## src/rtl/pfc_pkg.sv

```systemverilog
// Shared types and constants for the prime frequency counter.
package pfc_pkg;

  localparam int VALUE_W       = 32;
  localparam int PRIME_W       = 31;
  localparam int COUNT_W       = 16;
  localparam int DIV_W         = 16;
  localparam int SQ_W          = 32;
  localparam int TABLE_DEPTH_D = 32;
  localparam int MIN_PRIME     = 2;

  localparam logic [COUNT_W-1:0] COUNT_MAX = '1;

  typedef struct packed {
    logic signed [VALUE_W-1:0] value;
    logic                      last;
  } in_item_t;

  typedef struct packed {
    logic [PRIME_W-1:0] prime;
    logic [COUNT_W-1:0] count;
    logic               final_res;
    logic               overflowed;
  } out_item_t;

  typedef struct packed {
    logic [PRIME_W-1:0] prime;
    logic [COUNT_W-1:0] count;
  } entry_t;

  localparam int ENTRY_W = $bits(entry_t);

endpackage

```

## src/rtl/prime_frequency_counter_core.sv

```systemverilog
// Prime frequency counter: primality test, first-seen table in RAM, result readout.
//
// Each item's value is tested by trial division; a pipelined remainder array takes one
// divisor per cycle, and a composite stops at its smallest factor. Negative values and
// values below two finish without entering the array. A prime then searches the table
// RAM entry by entry, a read and a compare step per stored entry, then updates the
// matching count or appends a new entry, setting the overflow flag if the table is full.
// The block takes one item at a time and holds in_stall high while it works. On an item
// marked last it streams one result per table entry, in first-seen order, then clears
// the table and the overflow flag. No clearing pass is needed after reset.
module prime_frequency_counter_core import pfc_pkg::*; #(
  parameter int TABLE_DEPTH = TABLE_DEPTH_D
) (
  input  logic      clk,
  input  logic      rst_n,
  input  logic      in_valid,
  output logic      in_stall,
  input  in_item_t  in_data,
  output logic      out_valid,
  input  logic      out_stall,
  output out_item_t out_data
);

  localparam int AW = (TABLE_DEPTH > 1) ? $clog2(TABLE_DEPTH) : 1;
  localparam int CW = $clog2(TABLE_DEPTH + 1);

  typedef enum logic [8:0] {
    S_IDLE   = 9'b000000001,
    S_TEST   = 9'b000000010,
    S_SRD    = 9'b000000100,
    S_SCMP   = 9'b000001000,
    S_APPEND = 9'b000010000,
    S_FIN    = 9'b000100000,
    S_ERD    = 9'b001000000,
    S_ELOAD  = 9'b010000000,
    S_EOUT   = 9'b100000000
  } state_t;

  state_t             state_r, state_nxt;
  logic [AW-1:0]      idx_r, idx_nxt;
  logic [CW-1:0]      used_r, used_nxt;
  logic               ovf_r, ovf_nxt;
  logic [PRIME_W-1:0] p_r, p_nxt;
  logic               last_r, last_nxt;
  logic               out_valid_r, out_valid_nxt;
  out_item_t          out_data_r, out_data_nxt;

  logic               t_start;
  logic               t_done;
  logic               t_prime;
  logic               ram_we;
  logic [AW-1:0]      ram_waddr;
  entry_t             ram_wdata;
  logic               ram_re;
  logic [AW-1:0]      ram_raddr;
  logic [ENTRY_W-1:0] ram_rdata;
  entry_t             rd_ent;
  logic               idx_is_tail;

  pfc_prime_test u_test (
    .clk      (clk),
    .rst_n    (rst_n),
    .start    (t_start),
    .value    (in_data.value),
    .done     (t_done),
    .is_prime (t_prime)
  );

  pfc_ram #(
    .WIDTH (ENTRY_W),
    .DEPTH (TABLE_DEPTH)
  ) u_table (
    .clk   (clk),
    .we    (ram_we),
    .waddr (ram_waddr),
    .wdata (ram_wdata),
    .re    (ram_re),
    .raddr (ram_raddr),
    .rdata (ram_rdata)
  );

  assign rd_ent      = entry_t'(ram_rdata);
  assign idx_is_tail = (CW'(idx_r) + CW'(1)) == used_r;
  assign in_stall    = (state_r != S_IDLE);
  assign out_valid   = out_valid_r;
  assign out_data    = out_data_r;

  always_comb begin
    state_nxt     = state_r;
    idx_nxt       = idx_r;
    used_nxt      = used_r;
    ovf_nxt       = ovf_r;
    p_nxt         = p_r;
    last_nxt      = last_r;
    out_valid_nxt = out_valid_r;
    out_data_nxt  = out_data_r;
    t_start       = 1'b0;
    ram_we        = 1'b0;
    ram_waddr     = idx_r;
    ram_wdata     = '0;
    ram_re        = 1'b0;
    ram_raddr     = idx_r;

    unique case (state_r)
      S_IDLE: begin
        if (in_valid) begin
          t_start   = 1'b1;
          p_nxt     = in_data.value[PRIME_W-1:0];
          last_nxt  = in_data.last;
          state_nxt = S_TEST;
        end
      end
      S_TEST: begin
        if (t_done) begin
          if (!t_prime) begin
            state_nxt = S_FIN;
          end else if (used_r == '0) begin
            state_nxt = S_APPEND;
          end else begin
            idx_nxt   = '0;
            state_nxt = S_SRD;
          end
        end
      end
      S_SRD: begin
        ram_re    = 1'b1;
        state_nxt = S_SCMP;
      end
      S_SCMP: begin
        if (rd_ent.prime == p_r) begin
          ram_we          = 1'b1;
          ram_wdata.prime = p_r;
          ram_wdata.count = (rd_ent.count == COUNT_MAX) ? COUNT_MAX
                                                         : rd_ent.count + COUNT_W'(1);
          state_nxt       = S_FIN;
        end else if (idx_is_tail) begin
          state_nxt = S_APPEND;
        end else begin
          idx_nxt   = idx_r + AW'(1);
          state_nxt = S_SRD;
        end
      end
      S_APPEND: begin
        if (used_r < CW'(TABLE_DEPTH)) begin
          ram_we          = 1'b1;
          ram_waddr       = used_r[AW-1:0];
          ram_wdata.prime = p_r;
          ram_wdata.count = COUNT_W'(1);
          used_nxt        = used_r + CW'(1);
        end else begin
          ovf_nxt = 1'b1;
        end
        state_nxt = S_FIN;
      end
      S_FIN: begin
        if (!last_r) begin
          state_nxt = S_IDLE;
        end else if (used_r == '0) begin
          ovf_nxt   = 1'b0;
          state_nxt = S_IDLE;
        end else begin
          idx_nxt   = '0;
          state_nxt = S_ERD;
        end
      end
      S_ERD: begin
        ram_re    = 1'b1;
        state_nxt = S_ELOAD;
      end
      S_ELOAD: begin
        out_data_nxt.prime      = rd_ent.prime;
        out_data_nxt.count      = rd_ent.count;
        out_data_nxt.final_res  = idx_is_tail;
        out_data_nxt.overflowed = ovf_r;
        out_valid_nxt           = 1'b1;
        state_nxt               = S_EOUT;
      end
      S_EOUT: begin
        if (!out_stall) begin
          out_valid_nxt = 1'b0;
          if (out_data_r.final_res) begin
            used_nxt  = '0;
            ovf_nxt   = 1'b0;
            state_nxt = S_IDLE;
          end else begin
            idx_nxt   = idx_r + AW'(1);
            state_nxt = S_ERD;
          end
        end
      end
      default: begin
        state_nxt = S_IDLE;
      end
    endcase
  end

  always_ff @(posedge clk) begin
    if (!rst_n) begin
      state_r     <= S_IDLE;
      used_r      <= '0;
      ovf_r       <= 1'b0;
      out_valid_r <= 1'b0;
    end else begin
      state_r     <= state_nxt;
      used_r      <= used_nxt;
      ovf_r       <= ovf_nxt;
      out_valid_r <= out_valid_nxt;
    end
  end

  always_ff @(posedge clk) begin
    idx_r      <= idx_nxt;
    p_r        <= p_nxt;
    last_r     <= last_nxt;
    out_data_r <= out_data_nxt;
  end

  a_used_bound: assert property (@(posedge clk) disable iff (!rst_n)
    used_r <= CW'(TABLE_DEPTH))
    else $error("table fill count above depth");

  a_out_nonempty: assert property (@(posedge clk) disable iff (!rst_n)
    out_valid_r |-> (used_r != '0))
    else $error("result shown from an empty table");

  a_final_clears: assert property (@(posedge clk) disable iff (!rst_n)
    (out_valid_r && !out_stall && out_data_r.final_res) |=> (used_r == '0) && !ovf_r)
    else $error("table not cleared after final result");

  a_accept_tests: assert property (@(posedge clk) disable iff (!rst_n)
    (in_valid && !in_stall) |=> (state_r == S_TEST) && !out_valid_r)
    else $error("accepted item did not enter the primality test");

endmodule

```

## src/rtl/pfc_ram.sv

```systemverilog
// Generic single-port-write, single-port-read RAM with registered read data.
module pfc_ram #(
  parameter int WIDTH = 8,
  parameter int DEPTH = 32,
  localparam int AW = (DEPTH > 1) ? $clog2(DEPTH) : 1
) (
  input  logic                 clk,
  input  logic                 we,
  input  logic [AW-1:0]        waddr,
  input  logic [WIDTH-1:0]     wdata,
  input  logic                 re,
  input  logic [AW-1:0]        raddr,
  output logic [WIDTH-1:0]     rdata
);

  logic [WIDTH-1:0] mem [DEPTH];

  always_ff @(posedge clk) begin
    if (we) begin
      mem[waddr] <= wdata;
    end
    if (re) begin
      rdata <= mem[raddr];
    end
  end

endmodule

```

## src/rtl/pfc_prime_test.sv

```systemverilog
// Primality test by trial division through a pipelined remainder array.
module pfc_prime_test import pfc_pkg::*; (
  input  logic               clk,
  input  logic               rst_n,
  input  logic               start,
  input  logic [VALUE_W-1:0] value,
  output logic               done,
  output logic               is_prime
);

  localparam int NB = PRIME_W;

  logic               busy_r;
  logic               issuing_r;
  logic [NB-1:0]      n_r;
  logic [DIV_W-1:0]   d_r;
  logic [SQ_W-1:0]    sq_r;
  logic [NB-1:0]      vld_r;
  logic [NB-1:0]      vld_nxt;
  logic [DIV_W-1:0]   rem_r   [NB];
  logic [DIV_W-1:0]   rem_nxt [NB];
  logic [DIV_W-1:0]   dv_r    [NB];
  logic [DIV_W-1:0]   dv_nxt  [NB];
  logic               done_r;
  logic               prime_r;
  logic               issue;
  logic               hit;

  always_comb begin
    logic [DIV_W-1:0] rin;
    logic [DIV_W-1:0] din;
    logic [DIV_W:0]   t;
    issue = busy_r && issuing_r && (sq_r <= SQ_W'(n_r));
    for (int k = 0; k < NB; k++) begin
      if (k == 0) begin
        rin        = '0;
        din        = d_r;
        vld_nxt[k] = issue;
      end else begin
        rin        = rem_r[k-1];
        din        = dv_r[k-1];
        vld_nxt[k] = vld_r[k-1];
      end
      t = {rin, n_r[NB-1-k]};
      if (t >= {1'b0, din}) begin
        rem_nxt[k] = DIV_W'(t - {1'b0, din});
      end else begin
        rem_nxt[k] = t[DIV_W-1:0];
      end
      dv_nxt[k] = din;
    end
    hit = vld_r[NB-1] && (rem_r[NB-1] == '0);
  end

  always_ff @(posedge clk) begin
    rem_r <= rem_nxt;
    dv_r  <= dv_nxt;
  end

  always_ff @(posedge clk) begin
    if (!rst_n) begin
      busy_r    <= 1'b0;
      issuing_r <= 1'b0;
      vld_r     <= '0;
      done_r    <= 1'b0;
      prime_r   <= 1'b0;
    end else begin
      done_r <= 1'b0;
      if (start) begin
        if (value[VALUE_W-1] || (value[NB-1:0] < NB'(MIN_PRIME))) begin
          done_r  <= 1'b1;
          prime_r <= 1'b0;
        end else begin
          busy_r    <= 1'b1;
          issuing_r <= 1'b1;
          n_r       <= value[NB-1:0];
          d_r       <= DIV_W'(MIN_PRIME);
          sq_r      <= SQ_W'(MIN_PRIME * MIN_PRIME);
          vld_r     <= '0;
        end
      end else if (busy_r) begin
        if (hit) begin
          busy_r  <= 1'b0;
          done_r  <= 1'b1;
          prime_r <= 1'b0;
          vld_r   <= '0;
        end else if (!issuing_r && (vld_r == '0)) begin
          busy_r  <= 1'b0;
          done_r  <= 1'b1;
          prime_r <= 1'b1;
        end else begin
          vld_r     <= vld_nxt;
          issuing_r <= issue;
          if (issue) begin
            d_r  <= d_r + DIV_W'(1);
            sq_r <= sq_r + SQ_W'({d_r, 1'b1});
          end
        end
      end
    end
  end

  assign done     = done_r;
  assign is_prime = prime_r;

endmodule
```

## config.mk

```make
export PLATFORM = sky130hd
export DESIGN_NAME = prime_frequency_counter_core
export DESIGN_NICKNAME = d
export VERILOG_FILES = /design/src/rtl/pfc_pkg.sv /design/src/rtl/prime_frequency_counter_core.sv /design/src/rtl/pfc_ram.sv /design/src/rtl/pfc_prime_test.sv
export SDC_FILE = /design/constraint.sdc
export NUM_CORES = 2
export LEC_CHECK = 0
export BUFFER_PORTS_ARGS = -buffer_cell sky130_fd_sc_hd__buf_2
export CAP_MARGIN = 20
export CELL_PAD_IN_SITES_DETAIL_PLACEMENT = 0
export CELL_PAD_IN_SITES_GLOBAL_PLACEMENT = 1
export CORE_ASPECT_RATIO = 0.6
export CORE_MARGIN = 1.5
export CORE_UTILIZATION = 50
export DETAILED_ROUTE_END_ITERATION = 7
export PLACE_DENSITY_LB_ADDON = 0.1
export RECOVER_POWER = 25
export REMOVE_ABC_BUFFERS = 1
export SETUP_SLACK_MARGIN = 0.02
export SYNTH_ARGS = -nofsm -noshare
export SYNTH_HDL_FRONTEND = slang
export SYNTH_SLANG_ARGS = --single-unit
```

## constraint.sdc

```tcl
create_clock -name clk -period 12.6 [get_ports clk]
set_clock_uncertainty 0.2 [all_clocks]
set_input_delay 0.63 -clock clk [delete_from_list [all_inputs] [get_ports clk]]
set_output_delay 0.63 -clock clk [all_outputs]
set_load 0.005 [all_outputs]
```

==> load_flow_metrics.sql <==
INSERT INTO impl_metrics (metric_group, metric, value, unit) VALUES
('global_routing', 'grt_remaining_overflow', '0', ''),
('worst_setup_path', 'worst_ep_arrival_time', '7030', 'ps'),
('drt', 'drt_first_iter_violations', '6887', ''),
('floorplan', 'core_area', '0.233', 'mm2'),
('sta', 'final.period_utilization', '0.517', ''),
('worst_setup_path', 'crit_path_top_delay_cell', 'sky130_fd_sc_hd__clkbuf_1', ''),
('placed_design', 'placedCellCount', '11500', ''),
('sta', 'fmax', '153', 'MHz'),
('cells_and_area', 'final_design_area_no_fill', '0.131', 'mm2'),
('drt', 'route.met2.wl', '117', 'mm'),
('power', 'switchingPower', '6.74', 'mW'),
('status', 'status', 'finished with violations', ''),
('sta', 'timing_worst_slew_pin_value', '4700', 'ps'),
('cells_and_area', 'synthToLayoutAreaGrowth', '11.5', '%'),
('synthesis', 'primary_ff_master_synth', 'sky130_fd_sc_hd__edfxtp_1', ''),
('floorplan', 'num_rows', '137', ''),
('synthesis', 'yosys.area.top_type_share', '0.439', ''),
('drt', 'detail_route.drc_violations', '2', ''),
('synthesis', 'ys_seq_elements', '2744', ''),
('worst_setup_path', 'critPathKind', 'reg -> reg', ''),
('power', 'seq_power_share', '0.439', ''),
('drt', 'drtAntennaViolNets', '0', ''),
('placed_design', 'globalplace.congestion', '0.853', ''),
('clock_network', 'cts_inserted_buffers', '266', ''),
('clock_network', 'clkLatencyLatePin', '850', 'ps'),
('cells_and_area', 'multi_input_comb_area', '0.0422', 'mm2'),
('cells_and_area', 'finish.net_count', '9272', ''),
('synthesis', 'yosys_warnings', '0', ''),
('drt', 'top_layer', 'met4', ''),
('worst_setup_path', 'worst-endpoint-required', '13110', 'ps'),
('clock_network', 'cts_root_buffer', 'sky130_fd_sc_hd__clkbuf_16', ''),
('power', 'power.density', '183', 'mW/mm2'),
('sta', 'setup_viol_count_final', '0', ''),
('clock_network', 'clock-sinks', '2744', ''),
('worst_setup_path', 'worst-path-max-fanout', '48', ''),
('clock_network', 'post-cts-setup-buffers', '0', ''),
('clock_network', 'ctsHtreeMaxLevel', '5', ''),
('synthesis', 'synthArstFlopShare', '0', ''),
('cells_and_area', 'share_of_cells_above_drive_strength_1', '0.155', ''),
('global_routing', 'first_global_vias', '66400', ''),
('power', 'proportion_of_power_drawn_by_combinational_gates', '0.228', ''),
('global_routing', 'grt_antenna_before_repair', '8', ''),
('global_routing', 'grt_start_max_net_pins', '135', ''),
('cells_and_area', 'final_cell_mix', 'sky130_fd_sc_hd__edfxtp_1, sky130_fd_sc_hd__dfxtp_1, sky130_fd_sc_hd__inv_1, sky130_fd_sc_hd__nor2_1, sky130_fd_sc_hd__ha_1', ''),
('power', 'power.static_leakage', '51.4', 'nW'),
('synthesis', 'synth-edff-count', '1716', ''),
('floorplan', 'ios', '88', ''),
('sta', 'grt_setup_unrepaired', 'no', ''),
('floorplan', 'die_w', '628', 'um'),
('synthesis', 'synth_area_per_cell', '14.1', 'um2'),
('synthesis', 'ys_seq_area_frac', '0.614', ''),
('worst_hold_path', 'worstHoldPathType', 'in -> reg', ''),
('power', 'p_int', '17.2', 'mW'),
('sta', 'slew_violations', '292', ''),
('status', 'violations', 'design-rule violations, max-capacitance violations, max-slew violations', ''),
('cells_and_area', 'fin_cells', '12000', ''),
('worst_setup_path', 'r2r_cells', '8', ''),
('cells_and_area', 'seq_area', '0.0721', 'mm2'),
('worst_setup_path', 'worstSetupStartpointType', 'flip-flop', ''),
('floorplan', 'die_height', '378', 'um'),
('worst_setup_path', 'cpPeakStageDelay', '3300', 'ps'),
('sta', 'timing.max_slew.rel_slack', '-2.14', ''),
('drt', 'route.final.wire_length', '290', 'mm'),
('drt', 'avgViaCountPerCell', '5.79', ''),
('synthesis', 'synth.area.top_cells', 'sky130_fd_sc_hd__edfxtp_1, sky130_fd_sc_hd__dfxtp_1, sky130_fd_sc_hd__mux4_2, sky130_fd_sc_hd__ha_1, sky130_fd_sc_hd__mux2_2', ''),
('placed_design', 'postPlaceCellArea', '0.122', 'mm2'),
('clock_network', 'cts_resized', '0', ''),
('sta', 'finalWorstPathRequiredPeriod', '6520', 'ps'),
('cells_and_area', 'mostFrequentLayoutCell', 'sky130_fd_sc_hd__edfxtp_1', ''),
('run', 'maxCapViolations', '10', ''),
('floorplan', 'start_util', '0.504', '');
==> worst paths after layout <==
kind	startpoint	to	slack [ps]
worst min-delay path	rst_n	out_valid	70
worst max register to register	state_r[0]	state_r[0]	6080
worst max-delay path	state_r[0]	state_r[0]	6080
worst min register to register	u_test.dv_nxt[162]	u_test.dv_nxt[146]	130
==> Yosys cell counts (all sizes together), types with 22 or more instances <==
cell / number
o31ai: 27
edfxtp: 1716
o221ai: 22
buf: 97
a31oi: 52
nor2b: 129
o21a: 118
o21bai: 28
clkbuf: 109
a21oi: 489
or2: 24
nand3: 93
o21ai: 238
a21o: 140
nand2b: 68
inv: 623
xor2: 160
o211ai: 38
mux2: 285
ha: 534
nor3: 99
or3: 56
a22oi: 32
a211oi: 53
mux2i: 35
fa: 31
xnor2: 224
nor4: 90
nand4: 101
dfxtp: 1028
o31a: 62
mux4: 464
a21boi: 24
and3: 26
nor2: 614
nand2: 229
==> metrics by stage <==
| step | util | total power, mW | setup slack [ps] |
|---|---|---|---|
| 2_1_floorplan | - | 14.8 | -7140 |
| 3_3_place_gp | 0.524 | 16.0 | 7330 |
| 3_5_place_dp | 0.525 | 16.1 | 7380 |
| 4_1_cts | 0.563 | 24.1 | 7360 |
| 5_1_grt | 0.562 | 25.1 | 5890 |
| 6_report | 0.562 | 23.9 | 6080 |
==> logic make-up after synthesis <==
| group | count (synthesis) | synth area share |
|---|---|---|
| DFF | 2744 | 0.614 |
| buffers and inverters | 829 | 0.0277 |
| AOI/OAI and AO/OA | 1431 | 0.0796 |
| xor gates and xnor gates | 384 | 0.0287 |
| and+or+nand+nor | 1611 | 0.0679 |
| muxes | 784 | 0.119 |
| adders and majority gates | 565 | 0.0622 |
==> critical path, delay by kind of cell (launching register included) <==
family	cells	cell delay, ps
compound gates	2	560
flops	1	320
buf+inv	2	3880
simple gates	4	1430
==> flip-flops by register name, summed over array words and instances (netlist names), 5 cells and up <==
register,cells
u_table.mem,1504
u_test.rem_r,496
u_test.dv_nxt,480
out_data,49
u_table.rdata,47
u_test.sq_r,32
p_r,31
u_test.n_r,31
u_test.vld_r,31
u_test.d_r,16
state_r,9
used_r,6
idx_r,5
==> power by group through the flow <==
| stage | combinational (mW) | sequential, mW | clock [mW] |
|---|---|---|---|
| 3_3_place_gp | 5.33 | 10.7 | 0 |
| 6_report | 5.46 | 10.5 | 7.94 |
| 2_1_floorplan | 4.25 | 10.5 | 0 |
| 4_1_cts | 5.44 | 10.5 | 8.12 |
| 3_5_place_dp | 5.37 | 10.7 | 0 |
| 5_1_grt | 6.10 | 10.6 | 8.46 |
==> final cells by class <==
| type | instances | share of cell area |
|---|---|---|
| flip-flops and latches | 2744 | 0.551 |
| multi-input cells | 4775 | 0.322 |
| clock buffers | 350 | 0.0564 |
| well taps | 3127 | 0.0299 |
| inverters | 623 | 0.0179 |
| repair buffers | 260 | 0.0137 |
| clock inverters | 118 | 0.00870 |
| diodes | 7 | 0.000134 |
==> routing by layer <==
layer,vias to the layer above,GRT usage
li1,32100,-
met1,34700,0.399
met2,2322,0.331
met3,351,0.0364
met4,0,0.0474
met5,-,0
==> what timing repair did <==
action,in CTS,in global routing
hold buffers,32,1
endpoints found under the hold margin,56,2
endpoints found under the setup margin,0,0
Power figures use the tool's default switching activity.
